--- config.mk ---
export PLATFORM = sky130hd
export DESIGN_NAME = level_strip_packer_best_fit_core_flat
export DESIGN_NICKNAME = d
export VERILOG_FILES = /design/src/rtl/lspbf_pkg.sv /design/src/rtl/lspbf_if.sv /design/src/rtl/level_strip_packer_best_fit_core.sv /design/src/flat_wrapper.sv
export VERILOG_INCLUDE_DIRS = /design/src /design/src/rtl
export SDC_FILE = /design/constraint.sdc
export NUM_CORES = 1
export LEC_CHECK = 0
export BUFFER_PORTS_ARGS = -buffer_cell sky130_fd_sc_hd__buf_2
export CAP_MARGIN = 20
export CORE_MARGIN = 3
export CORE_UTILIZATION = 25
export CTS_BUF_LIST = sky130_fd_sc_hd__clkbuf_8
export DETAILED_ROUTE_END_ITERATION = 7
export HOLD_SLACK_MARGIN = 0.15
export PLACE_DENSITY = 0.51
export SKIP_CTS_REPAIR_TIMING = 1
export SYNTH_ARGS = -nofsm -noshare
export SYNTH_HDL_FRONTEND = slang
export SYNTH_SLANG_ARGS = --single-unit
--- constraint.sdc ---
create_clock -name clk -period 4.2 [get_ports clk]
set_clock_uncertainty 0.1 [all_clocks]
set_input_delay 0.84 -clock clk [delete_from_list [all_inputs] [get_ports clk]]
set_output_delay 0.84 -clock clk [all_outputs]
set_load 0.03 [all_outputs]
--- src/rtl/level_strip_packer_best_fit_core_assert.svh ---
// assertion macros for the shelf packer, empty under synthesis
`ifndef LEVEL_STRIP_PACKER_BEST_FIT_CORE_ASSERT_SVH
`define LEVEL_STRIP_PACKER_BEST_FIT_CORE_ASSERT_SVH
`ifndef SYNTHESIS
// same-cycle implication
`define LSPBF_ASSERT_IMP(lbl, a, b) \
  lbl: assert property (@(posedge clk) disable iff (rst) (a) |-> (b)) \
    else $error("lspbf: same-cycle check failed");
// next-cycle implication
`define LSPBF_ASSERT_NXT(lbl, a, b) \
  lbl: assert property (@(posedge clk) disable iff (rst) (a) |=> (b)) \
    else $error("lspbf: next-cycle check failed");
`else
`define LSPBF_ASSERT_IMP(lbl, a, b)
`define LSPBF_ASSERT_NXT(lbl, a, b)
`endif
`endif

--- src/rtl/lspbf_pkg.sv ---
package lspbf_pkg;

  // field widths
  localparam int unsigned WID_W = 16;
  localparam int unsigned HGT_W = 16;
  localparam int unsigned POS_Y_W = 22;
  localparam int unsigned IDX_OUT_W = 5;

  typedef logic [WID_W-1:0] wid_t;
  typedef logic [HGT_W-1:0] hgt_t;
  typedef logic [POS_Y_W-1:0] ypos_t;
  typedef logic [IDX_OUT_W-1:0] idx_out_t;

  // saturation limit of the packed height
  localparam ypos_t HEIGHT_MAX = 22'h3FFFFF;

  // strip width after reset
  localparam wid_t STRIP_WIDTH_RESET = 16'd1024;

  // request actions
  localparam logic ACT_PLACE = 1'b0;
  localparam logic ACT_CLEAR = 1'b1;

endpackage

--- src/rtl/lspbf_if.sv ---
// request channel: one rectangle or a clear
interface lspbf_req_if;
  logic              valid;
  logic              ready;
  logic              action;
  lspbf_pkg::wid_t   rect_width;
  lspbf_pkg::hgt_t   rect_height;

  modport source (output valid, action, rect_width, rect_height, input ready);
  modport sink (input valid, action, rect_width, rect_height, output ready);
endinterface

// result channel: placement of one rectangle
interface lspbf_rsp_if;
  logic                  valid;
  logic                  ready;
  lspbf_pkg::wid_t       pos_x;
  lspbf_pkg::ypos_t      pos_y;
  lspbf_pkg::idx_out_t   shelf_index;
  logic                  opened_shelf;
  lspbf_pkg::ypos_t      packed_height;
  logic                  shelves_full;

  modport source (
    output valid, pos_x, pos_y, shelf_index, opened_shelf, packed_height, shelves_full,
    input ready
  );
  modport sink (
    input valid, pos_x, pos_y, shelf_index, opened_shelf, packed_height, shelves_full,
    output ready
  );
endinterface

--- src/rtl/level_strip_packer_best_fit_core.sv ---
// a placement scans the open shelves in the shelf memory, one shelf per cycle, then updates the
// shelf state and loads the result into the output register; a clear skips the scan
// one request at a time: the next is taken only after the result is loaded into the output
// register, and that load waits while the previous result has not been taken
// reset (rst, synchronous): no shelves open, packed height 0, strip width 1024
module level_strip_packer_best_fit_core #(
  parameter int unsigned MAX_SHELVES = 32
) (
  input  logic                  clk,
  input  logic                  rst,
  input  logic                  cfg_we,
  input  lspbf_pkg::wid_t       cfg_data,
  lspbf_req_if.sink             req,
  lspbf_rsp_if.source           rsp
);

  `include "level_strip_packer_best_fit_core_assert.svh"

  localparam int unsigned IDX_W = (MAX_SHELVES > 1) ? $clog2(MAX_SHELVES) : 1;
  localparam int unsigned CNT_W = $clog2(MAX_SHELVES + 1);
  localparam int unsigned IDXX_W = (IDX_W > lspbf_pkg::IDX_OUT_W) ? IDX_W :
                                   lspbf_pkg::IDX_OUT_W;
  localparam int unsigned POS_Y_W_L = lspbf_pkg::POS_Y_W + 1;

  // sequencer states
  localparam logic [1:0] ST_IDLE   = 2'd0;
  localparam logic [1:0] ST_SCAN   = 2'd1;
  localparam logic [1:0] ST_UPDATE = 2'd2;
  localparam logic [1:0] ST_OUT    = 2'd3;

  logic [1:0] state;

  // control state
  logic [CNT_W-1:0]   shelf_count;
  lspbf_pkg::ypos_t   total_height;
  lspbf_pkg::wid_t    strip_width;
  logic [CNT_W-1:0]   rd_cnt;
  logic               pend;
  logic               found;
  logic               out_valid;

  // request and scan payload
  logic               act_q;
  lspbf_pkg::wid_t    w_q;
  lspbf_pkg::hgt_t    h_q;
  logic [CNT_W-1:0]   n_q;
  logic [IDX_W-1:0]   cmp_idx;
  lspbf_pkg::wid_t    fill_q;
  lspbf_pkg::ypos_t   base_q;
  logic [IDX_W-1:0]   best_idx;
  lspbf_pkg::wid_t    best_fill;
  lspbf_pkg::ypos_t   best_base;

  // finished result and output register
  lspbf_pkg::wid_t     res_x;
  lspbf_pkg::ypos_t    res_y;
  lspbf_pkg::idx_out_t res_idx;
  logic                res_open;
  lspbf_pkg::ypos_t    res_ph;
  logic                res_full;
  lspbf_pkg::wid_t     out_x;
  lspbf_pkg::ypos_t    out_y;
  lspbf_pkg::idx_out_t out_idx;
  logic                out_open;
  lspbf_pkg::ypos_t    out_ph;
  logic                out_full;

  // shelf memory
  lspbf_pkg::wid_t  shelf_fill [MAX_SHELVES];
  lspbf_pkg::ypos_t shelf_base [MAX_SHELVES];

  // scan compare
  logic fit;
  logic better;
  logic scan_done;
  logic out_load;

  // update decisions
  logic                 is_full;
  logic                 mem_we;
  logic [IDX_W-1:0]     mem_wa;
  lspbf_pkg::wid_t      mem_wfill;
  logic [POS_Y_W_L-1:0] top_sum;
  lspbf_pkg::ypos_t     top_sat;
  logic [IDX_W-1:0]     idx_sel;
  logic [IDXX_W-1:0]    idx_wide;
  logic                 req_take;

  assign req.ready = (state == ST_IDLE);
  assign req_take  = req.valid && req.ready;

  // fit test and best-so-far compare on the shelf just read
  assign fit = (fill_q <= strip_width) && ((strip_width - fill_q) >= w_q);
  assign better = !found || (fill_q > best_fill);
  assign scan_done = (rd_cnt == n_q) && !pend;
  assign out_load = !out_valid || rsp.ready;

  // choose what the update writes
  assign is_full   = (n_q == CNT_W'(MAX_SHELVES));
  assign top_sum   = {1'b0, total_height} + POS_Y_W_L'(h_q);
  assign top_sat   = (top_sum > POS_Y_W_L'(lspbf_pkg::HEIGHT_MAX)) ? lspbf_pkg::HEIGHT_MAX :
                     top_sum[lspbf_pkg::POS_Y_W-1:0];
  assign mem_we    = (state == ST_UPDATE) && !act_q && (found || !is_full);
  assign mem_wa    = found ? best_idx : n_q[IDX_W-1:0];
  assign mem_wfill = found ? (best_fill + w_q) : w_q;
  assign idx_sel   = found ? best_idx : n_q[IDX_W-1:0];
  assign idx_wide  = IDXX_W'(idx_sel);

  // memory write and registered read
  always_ff @(posedge clk) begin
    if (mem_we) begin
      shelf_fill[mem_wa] <= mem_wfill;
      if (!found) begin
        shelf_base[mem_wa] <= total_height;
      end
    end
    fill_q <= shelf_fill[rd_cnt[IDX_W-1:0]];
    base_q <= shelf_base[rd_cnt[IDX_W-1:0]];
  end

  // sequencer and control state
  always_ff @(posedge clk) begin
    if (rst) begin
      state        <= ST_IDLE;
      shelf_count  <= '0;
      total_height <= '0;
      strip_width  <= lspbf_pkg::STRIP_WIDTH_RESET;
      rd_cnt       <= '0;
      pend         <= 1'b0;
      found        <= 1'b0;
      out_valid    <= 1'b0;
    end else begin
      if (cfg_we) begin
        strip_width <= cfg_data;
      end
      // output valid: set on load, cleared when taken
      if (state == ST_OUT && out_load) begin
        out_valid <= 1'b1;
      end else if (rsp.ready) begin
        out_valid <= 1'b0;
      end
      case (state)
        ST_IDLE: begin
          if (req_take) begin
            rd_cnt <= '0;
            pend   <= 1'b0;
            found  <= 1'b0;
            state  <= (req.action == lspbf_pkg::ACT_CLEAR) ? ST_UPDATE : ST_SCAN;
          end
        end
        ST_SCAN: begin
          if (rd_cnt != n_q) begin
            rd_cnt <= rd_cnt + CNT_W'(1);
            pend   <= 1'b1;
          end else begin
            pend <= 1'b0;
          end
          if (pend && fit && better) begin
            found <= 1'b1;
          end
          if (scan_done) begin
            state <= ST_UPDATE;
          end
        end
        ST_UPDATE: begin
          if (act_q == lspbf_pkg::ACT_CLEAR) begin
            shelf_count  <= '0;
            total_height <= '0;
          end else if (!found && !is_full) begin
            shelf_count  <= n_q + CNT_W'(1);
            total_height <= top_sat;
          end
          state <= ST_OUT;
        end
        ST_OUT: begin
          if (out_load) begin
            state <= ST_IDLE;
          end
        end
        default: begin
          state <= ST_IDLE;
        end
      endcase
    end
  end

  // datapath registers
  always_ff @(posedge clk) begin
    // capture request
    if (req_take) begin
      act_q <= req.action;
      w_q   <= req.rect_width;
      h_q   <= req.rect_height;
      n_q   <= shelf_count;
    end
    // scan pipeline index and best candidate
    if (state == ST_SCAN) begin
      cmp_idx <= rd_cnt[IDX_W-1:0];
      if (pend && fit && better) begin
        best_idx  <= cmp_idx;
        best_fill <= fill_q;
        best_base <= base_q;
      end
    end
    // result of this request
    if (state == ST_UPDATE) begin
      if (act_q == lspbf_pkg::ACT_CLEAR) begin
        res_x    <= '0;
        res_y    <= '0;
        res_idx  <= '0;
        res_open <= 1'b0;
        res_ph   <= '0;
        res_full <= 1'b0;
      end else if (found) begin
        res_x    <= best_fill;
        res_y    <= best_base;
        res_idx  <= idx_wide[lspbf_pkg::IDX_OUT_W-1:0];
        res_open <= 1'b0;
        res_ph   <= total_height;
        res_full <= 1'b0;
      end else if (is_full) begin
        res_x    <= '0;
        res_y    <= '0;
        res_idx  <= '0;
        res_open <= 1'b0;
        res_ph   <= total_height;
        res_full <= 1'b1;
      end else begin
        res_x    <= '0;
        res_y    <= total_height;
        res_idx  <= idx_wide[lspbf_pkg::IDX_OUT_W-1:0];
        res_open <= 1'b1;
        res_ph   <= top_sat;
        res_full <= 1'b0;
      end
    end
    // output register
    if (state == ST_OUT && out_load) begin
      out_x    <= res_x;
      out_y    <= res_y;
      out_idx  <= res_idx;
      out_open <= res_open;
      out_ph   <= res_ph;
      out_full <= res_full;
    end
  end

  assign rsp.valid         = out_valid;
  assign rsp.pos_x         = out_x;
  assign rsp.pos_y         = out_y;
  assign rsp.shelf_index   = out_idx;
  assign rsp.opened_shelf  = out_open;
  assign rsp.packed_height = out_ph;
  assign rsp.shelves_full  = out_full;

  // checks
  `LSPBF_ASSERT_IMP(a_count_bound, 1'b1, shelf_count <= CNT_W'(MAX_SHELVES))
  `LSPBF_ASSERT_IMP(a_scan_bound, state == ST_SCAN, rd_cnt <= n_q)
  `LSPBF_ASSERT_IMP(a_open_xor_full, out_valid, !(out_open && out_full))
  `LSPBF_ASSERT_NXT(a_height_grows, state == ST_UPDATE && act_q == lspbf_pkg::ACT_PLACE,
                    total_height >= $past(total_height))

endmodule

--- src/flat_wrapper.sv ---
// flat-port wrapper written by rule: the top's interface ports become plain ports
module level_strip_packer_best_fit_core_flat 
#(
  parameter int unsigned MAX_SHELVES = 32
)
  (clk, rst, cfg_we, cfg_data, req_valid, req_action, req_rect_width, req_rect_height, req_ready, rsp_valid, rsp_pos_x, rsp_pos_y, rsp_shelf_index, rsp_opened_shelf, rsp_packed_height, rsp_shelves_full, rsp_ready);
  lspbf_req_if req_i ();
  lspbf_rsp_if rsp_i ();
  input  logic clk;
  input  logic rst;
  input  logic cfg_we;
  input  lspbf_pkg::wid_t cfg_data;
  input wire logic [$bits(req_i.valid)-1:0] req_valid;
  input wire logic [$bits(req_i.action)-1:0] req_action;
  input wire logic [$bits(req_i.rect_width)-1:0] req_rect_width;
  input wire logic [$bits(req_i.rect_height)-1:0] req_rect_height;
  output wire logic [$bits(req_i.ready)-1:0] req_ready;
  output wire logic [$bits(rsp_i.valid)-1:0] rsp_valid;
  output wire logic [$bits(rsp_i.pos_x)-1:0] rsp_pos_x;
  output wire logic [$bits(rsp_i.pos_y)-1:0] rsp_pos_y;
  output wire logic [$bits(rsp_i.shelf_index)-1:0] rsp_shelf_index;
  output wire logic [$bits(rsp_i.opened_shelf)-1:0] rsp_opened_shelf;
  output wire logic [$bits(rsp_i.packed_height)-1:0] rsp_packed_height;
  output wire logic [$bits(rsp_i.shelves_full)-1:0] rsp_shelves_full;
  input wire logic [$bits(rsp_i.ready)-1:0] rsp_ready;
  assign req_i.valid = req_valid;
  assign req_i.action = req_action;
  assign req_i.rect_width = req_rect_width;
  assign req_i.rect_height = req_rect_height;
  assign req_ready = req_i.ready;
  assign rsp_valid = rsp_i.valid;
  assign rsp_pos_x = rsp_i.pos_x;
  assign rsp_pos_y = rsp_i.pos_y;
  assign rsp_shelf_index = rsp_i.shelf_index;
  assign rsp_opened_shelf = rsp_i.opened_shelf;
  assign rsp_packed_height = rsp_i.packed_height;
  assign rsp_shelves_full = rsp_i.shelves_full;
  assign rsp_i.ready = rsp_ready;
  level_strip_packer_best_fit_core #(.MAX_SHELVES(MAX_SHELVES)) u_core (.clk(clk), .rst(rst), .cfg_we(cfg_we), .cfg_data(cfg_data), .req(req_i), .rsp(rsp_i));
endmodule
== After elaboration in Yosys (flattened, before gate mapping) ==
Memories as Yosys holds them, arrays and structs flattened. A register that Yosys moved wholly into a read port is not among the register bits.
Index checks and enable logic that the tools add are counted.

* Output and inout port bits: 69
* Logic and storage cells: 115
* Memories kept: 2
* Input port bits: 54
* RAM bits: 1,216
* Flip-flop bits (word level): 276

{| class="wikitable"
|+ Memory list
! name !! words !! width !! read ports !! clocked after Yosys merged registers in !! wr ports !! line !! RTL
|-
| u_core.shelf_base || 32 || 22 || 1 || 1 || 1 || level_strip_packer_best_fit_core.sv:70 || <nowiki>lspbf_pkg::ypos_t shelf_base [MAX_SHELVES];</nowiki>
|-
| u_core.shelf_fill || 32 || 16 || 1 || 1 || 1 || level_strip_packer_best_fit_core.sv:69 || <nowiki>lspbf_pkg::wid_t shelf_fill [MAX_SHELVES];</nowiki>
|}

* Equality and inequality tests: 11
* Reduce and logical (&&, ||, !) cells: 29
* Magnitude comparators: 4
* Bitwise gates (word level): 1
* Multiplexer cells: 35
* Add/subtract/negate cells: 5

{| class="wikitable"
|+ Operators with widths
! kind !! count
|-
| $mux W22 || 7
|-
| $mux W6 || 4
|-
| $add A22 B16 Y23 || 1
|-
| $gt A23 B22 Y1 const B || 1
|-
| $add A16 B16 Y16 || 1
|-
| $ge A16 B16 Y1 || 1
|-
| $gt A16 B16 Y1 || 1
|-
| $le A16 B16 Y1 || 1
|-
| $mux W16 || 1
|-
| $sub A16 B16 Y16 || 1
|-
| $mux W5 || 3
|-
| $add A6 B1 Y6 const B || 2
|-
| $mux W1 || 12
|-
| $pmux W6 S2 || 1
|-
| $logic_and A1 B1 Y1 || 9
|-
| $reduce_and A3 Y1 || 3
|-
| $mux W2 || 4
|-
| $ne A2 B1 Y1 const B || 4
|-
| $pmux W2 S4 || 1
|-
| $eq A6 B6 Y1 || 1
|-
| $eq A6 B6 Y1 const B || 1
|-
| $ne A6 B6 Y1 || 1
|-
| $reduce_and A2 Y1 || 3
|-
| $reduce_bool A2 Y1 || 3
|-
| 9 further kinds || 18
|}

== Logic depth before layout (Yosys ltp) ==
* Depth in word-level cells: 7
* Depth in mapped cells: 16
* Mapped depth without buffers: 16

== Worst setup path after synthesis ==
No wires, ideal clock.

* Kind: input port to flip-flop
* Start point: input rsp_ready
* End point: register u_core.out_open (netlist: u_core.rsp.opened_shelf) (enable)
* Path buffers: 0
* Stages on the path: 2
* Data required time: 3,600 ps
* Library setup time: 500 ps
* Slack: -286 ps
* Data arrival time: 3,886 ps
* Cell sequence: nor2b_1 > nor2b_1

* Word-level cells in the longest chain between the ends: 2

{| class="wikitable"
|+ Ends and longest elaborated chain
! element !! line !! RTL
|-
| start, declared || flat_wrapper.sv:25 || <nowiki>input wire logic [$bits(rsp_i.ready)-1:0] rsp_ready;</nowiki>
|-
| $logic_or A1 B1 Y1 || level_strip_packer_best_fit_core.sv:96 || <nowiki>assign out_load = !out_valid || rsp.ready;</nowiki>
|-
| $logic_and A1 B1 Y1 || level_strip_packer_best_fit_core.sv:238 || <nowiki>if (state == ST_OUT && out_load) begin</nowiki>
|-
| end signal, assigned || level_strip_packer_best_fit_core.sv:242 || <nowiki>out_open <= res_open;</nowiki>
|-
| end, declared || level_strip_packer_best_fit_core.sv:64 || <nowiki>logic out_open;</nowiki>
|}

No other way between the ends.
A chain may end at the register's enable or synchronous reset.

== Worst setup path after layout ==
* Start point: register u_core.fill_q[7], read port of u_core.shelf_fill
* End point: register u_core.best_fill[1] (enable)

* Word-level cells in the longest chain between the ends: 6
* Elaborated cells on any way between the ends: 9
* Those cells by class: 1 x add/sub; 3 x order compare; 5 x reduce/logical

{| class="wikitable"
|+ Ends and longest elaborated chain
! element !! line !! RTL
|-
| start, declared || level_strip_packer_best_fit_core.sv:48 || <nowiki>lspbf_pkg::wid_t fill_q;</nowiki>
|-
| $sub A16 B16 Y16 || level_strip_packer_best_fit_core.sv:93 || <nowiki>assign fit = (fill_q <= strip_width) && ((strip_width - fill_q) >= w_q);</nowiki>
|-
| $ge A16 B16 Y1 || level_strip_packer_best_fit_core.sv:93 ||
|-
| $logic_and A1 B1 Y1 || level_strip_packer_best_fit_core.sv:93 ||
|-
| $logic_and A1 B1 Y1 || level_strip_packer_best_fit_core.sv:199 || <nowiki>if (pend && fit && better) begin</nowiki>
|-
| $logic_and A1 B1 Y1 * || level_strip_packer_best_fit_core.sv:199 ||
|-
| $reduce_and A2 Y1 (no source line) * || -- ||
|-
| end signal, assigned || level_strip_packer_best_fit_core.sv:201 || <nowiki>best_fill <= fill_q;</nowiki>
|-
| end, declared || level_strip_packer_best_fit_core.sv:51 || <nowiki>lspbf_pkg::wid_t best_fill;</nowiki>
|}

Every way passes the cells marked *; elsewhere a longest branch is shown, timed or not.

==> impl_results.md <==
* Crit path arrival time at 4370 ps
* Die Wd at 497 um
* Status: finished clean
* Die ar. at 0.247 mm^2
* Most common cell in the netlist: edfxtp_1
* Clk sinks at 1530
* Delay-heaviest family, CP: compound AO/OA/AOI/OAI gates
* RSZ-0062 raised after global routing: no
* Dpl cell area at 0.0661 mm^2
* Seq/Total Area, Yosys at 74.6%
* Slowest cell on the critical path: a2111oi_1
* Grt ovf at 0
* Fillers at 23362
* Total core area at 0.239 mm^2
* Fin nets at 3562
* Die height at 497 um
* Setup crit end kind: flop
* Measured slew at the worst slew-check pin at 1060 ps
* Met1 Wirelength at 66.9 mm
* First-pass detailed-route iteration total at 6
* Dpl ws at 73.4 ps
* All-Layer GR Usage at 11.7%
* Multi-input logic area at 0.0148 mm^2
* CTS tree: done
* Number of flops mapped to enable cells by yosys at 1437
* Post-route minimum period at 3890 ps
* Remaining antenna violation count after routing at 0
* Cell count after placement at 6311
* Post-DR vias/cell at 4.47
* Worst Path Required at 4680 ps
* Worst path cell trace: inv_1, ha_1, a21oi_1, o31ai_1, a2111oi_1, nand2_1, a221oi_1, xnor2_1, ha_1, nand3_1, nor2_1, and3_1, a22oi_1, a21boi_2, o311a_2, buf_4
* CTS clk-pin slew, worst paths at 70 ps
* IO Port Bufs at 122
* Slew headroom at 29.4%
* 1st-iter DRT viols at 2452
* Final wirelength at 147 mm
* Initial antenna violation count at 4
* Yosys reg bits at 1530
* H-tree depth at 4
* CTS buffer count at 222
* MaxCap Viol Count at 0
* Proportion of synthesized flip-flops having asynchronous set or reset at 0%
* Final setup viols at 0
* Post-Syn Instances at 2989
* DR WL met3 at 5.95 mm
* YS warnings at 0
* Worst Path Max Fanout at 14
* Top routing layer in use: met4
* Initial Util at 25.2%
* RD Place Congestion at 0.814
* Layout cells sized above 1 at 29.9%
* Synth cell count leaders: edfxtp_1 (1437), mux4_2 (380), nor2_1 (149)
* Cell Area, Synth at 0.0603 mm^2
* Main synth FF type: edfxtp_1
* I/O Pins at 123
* Area grow syn2layout at 17.3%
* Wire per inst at 21.7 um
* WS Path Type: reg2reg
* Avg Inst Size Synth at 20.2 um^2
* Post-Layout Cell Count at 6775
* Clk buf depth at 3
* Setup WS post-layout at 307 ps
* Startpoint Class: flop
* Vias in the first global route at 31636
* Mapped Nets at 3132
* Row Count at 179
* Yosys cell types at 70
* Buf/Inv on CP at 2
* Final instance area at 0.0708 mm^2
* Largest net degree at the start of global routing at 81
* Drt drc at 0
* Reg area at 0.0450 mm^2
* Area leader, netlist: edfxtp_1
* First-pass GRT wire length at 217 mm
* DR WL met2 at 70.8 mm
* Worst path max stage delay at 410 ps
* Top-area cell type share of the netlist area at 71.5%
* Final Hold Fails at 0
* Period utilization at 92.7%
* Skew-Pair Late Insertion Delay at 940 ps
* Fin. max-slew vios at 0
* F_max at 257 MHz
* P per Cell Area at 482 mW/mm^2
* Hold WC Path Type: reg2reg
* Synth top area cells: edfxtp_1 (72%), mux4_2 (14%), dfxtp_1 (3.1%), ha_1 (1.8%), nor2_1 (0.93%)
* Dpl hpwl at 84.5 mm
* Most common cell on crit path: ha_1
* Setup TNS at 0 ps
* Hold Slack at 298 ps
* VDD IR-drop max at 0.254 mV
* Total number of vias at 30273
* P_leak at 22.3 nW
* Clock root cell: clkbuf_8
[report_power, final]
group | internal (mW) | total (mW) | switching (mW)
logic | 1.97 | 4.94 | 2.97
registers | 17.7 | 18.0 | 0.270
clock network | 5.58 | 11.2 | 5.60
total | 25.3 | 34.1 | 8.84
[sequential cells by signal, summed over array words and instances (netlist names), 16 cells and up]
register and cells:
u_core.rsp.pos_y 22, u_core.rsp.pos_x 16, u_core.best_fill 16, u_core.res_ph 22, u_core.shelf_base 704, u_core.shelf_fill 512
u_core.res_x 16, u_core.rsp.packed_height 22, u_core.h_q 16, u_core.w_q 16, u_core.fill_q 16, u_core.strip_width 16
u_core.best_base 22, u_core.total_height 22, u_core.res_y 22, u_core.base_q 22
[worst paths after layout]
path                    startpoint                   to  slack [ps]  depth (start not counted)
setup / recovery  u_core.fill_q[7]  u_core.best_fill[1]         310                         16
hold / removal    u_core.base_q[2]  u_core.best_base[2]         300                          0
setup reg to reg  u_core.fill_q[7]  u_core.best_fill[1]         310                         16
hold reg to reg   u_core.base_q[2]  u_core.best_base[2]         300                          0
[cell type report]
type                    instances  share of cell area, %
well taps                    3167                   5.60
repair buffers                338                   3.59
multi-input cells            1253                   20.9
clock inverters               177                   1.35
diodes                          5                 0.0177
clock buffers                 231                   4.49
flip-flops and latches       1530                   63.6
inverters                      74                  0.393
[per-layer routing]
metal,vias up,global-route usage (%)
met5,-,0
met4,0,3.27
met3,240,2.08
met2,769,19.0
met1,16053,16.1
li1,13211,-
[placed cells by master, fill, tap and decap left out, types with 24 or more instances in the layout]
master,n
ha_1,85
nand2_1,86
nor2_1,83
mux4_2,380
mux2_2,39
o21ai_0,74
nor3_1,39
clkbuf_8,231
xnor2_1,30
clkinv_1,56
dfxtp_1,87
nor2_2,52
edfxtp_1,1437
buf_4,151
a21oi_1,67
dlygate4sd3_1,50
inv_1,156
a22o_1,24
buf_2,122
[per-stage QoR]
stage	util [%]	power, mW
CTS	29.4	34.6
floorplan	-	21.6
global route	29.6	35.7
finish	29.6	34.1
detailed placement	27.7	23.3
global placement	27.7	23.2
[logic make-up (layout without fill, tap and decap cells)]
group	after synthesis	in the layout	share of synthesized area, %
other cells	0	5	0
flops	1530	1530	74.6
xor+xnor	39	39	0.566
fa+ha+maj	89	89	1.88
mux	443	443	15.3
simple gates	361	361	2.67
compound gates	321	321	3.56
buf+inv	206	820	1.40
Note: power is estimated with default switching activity, not from simulation.
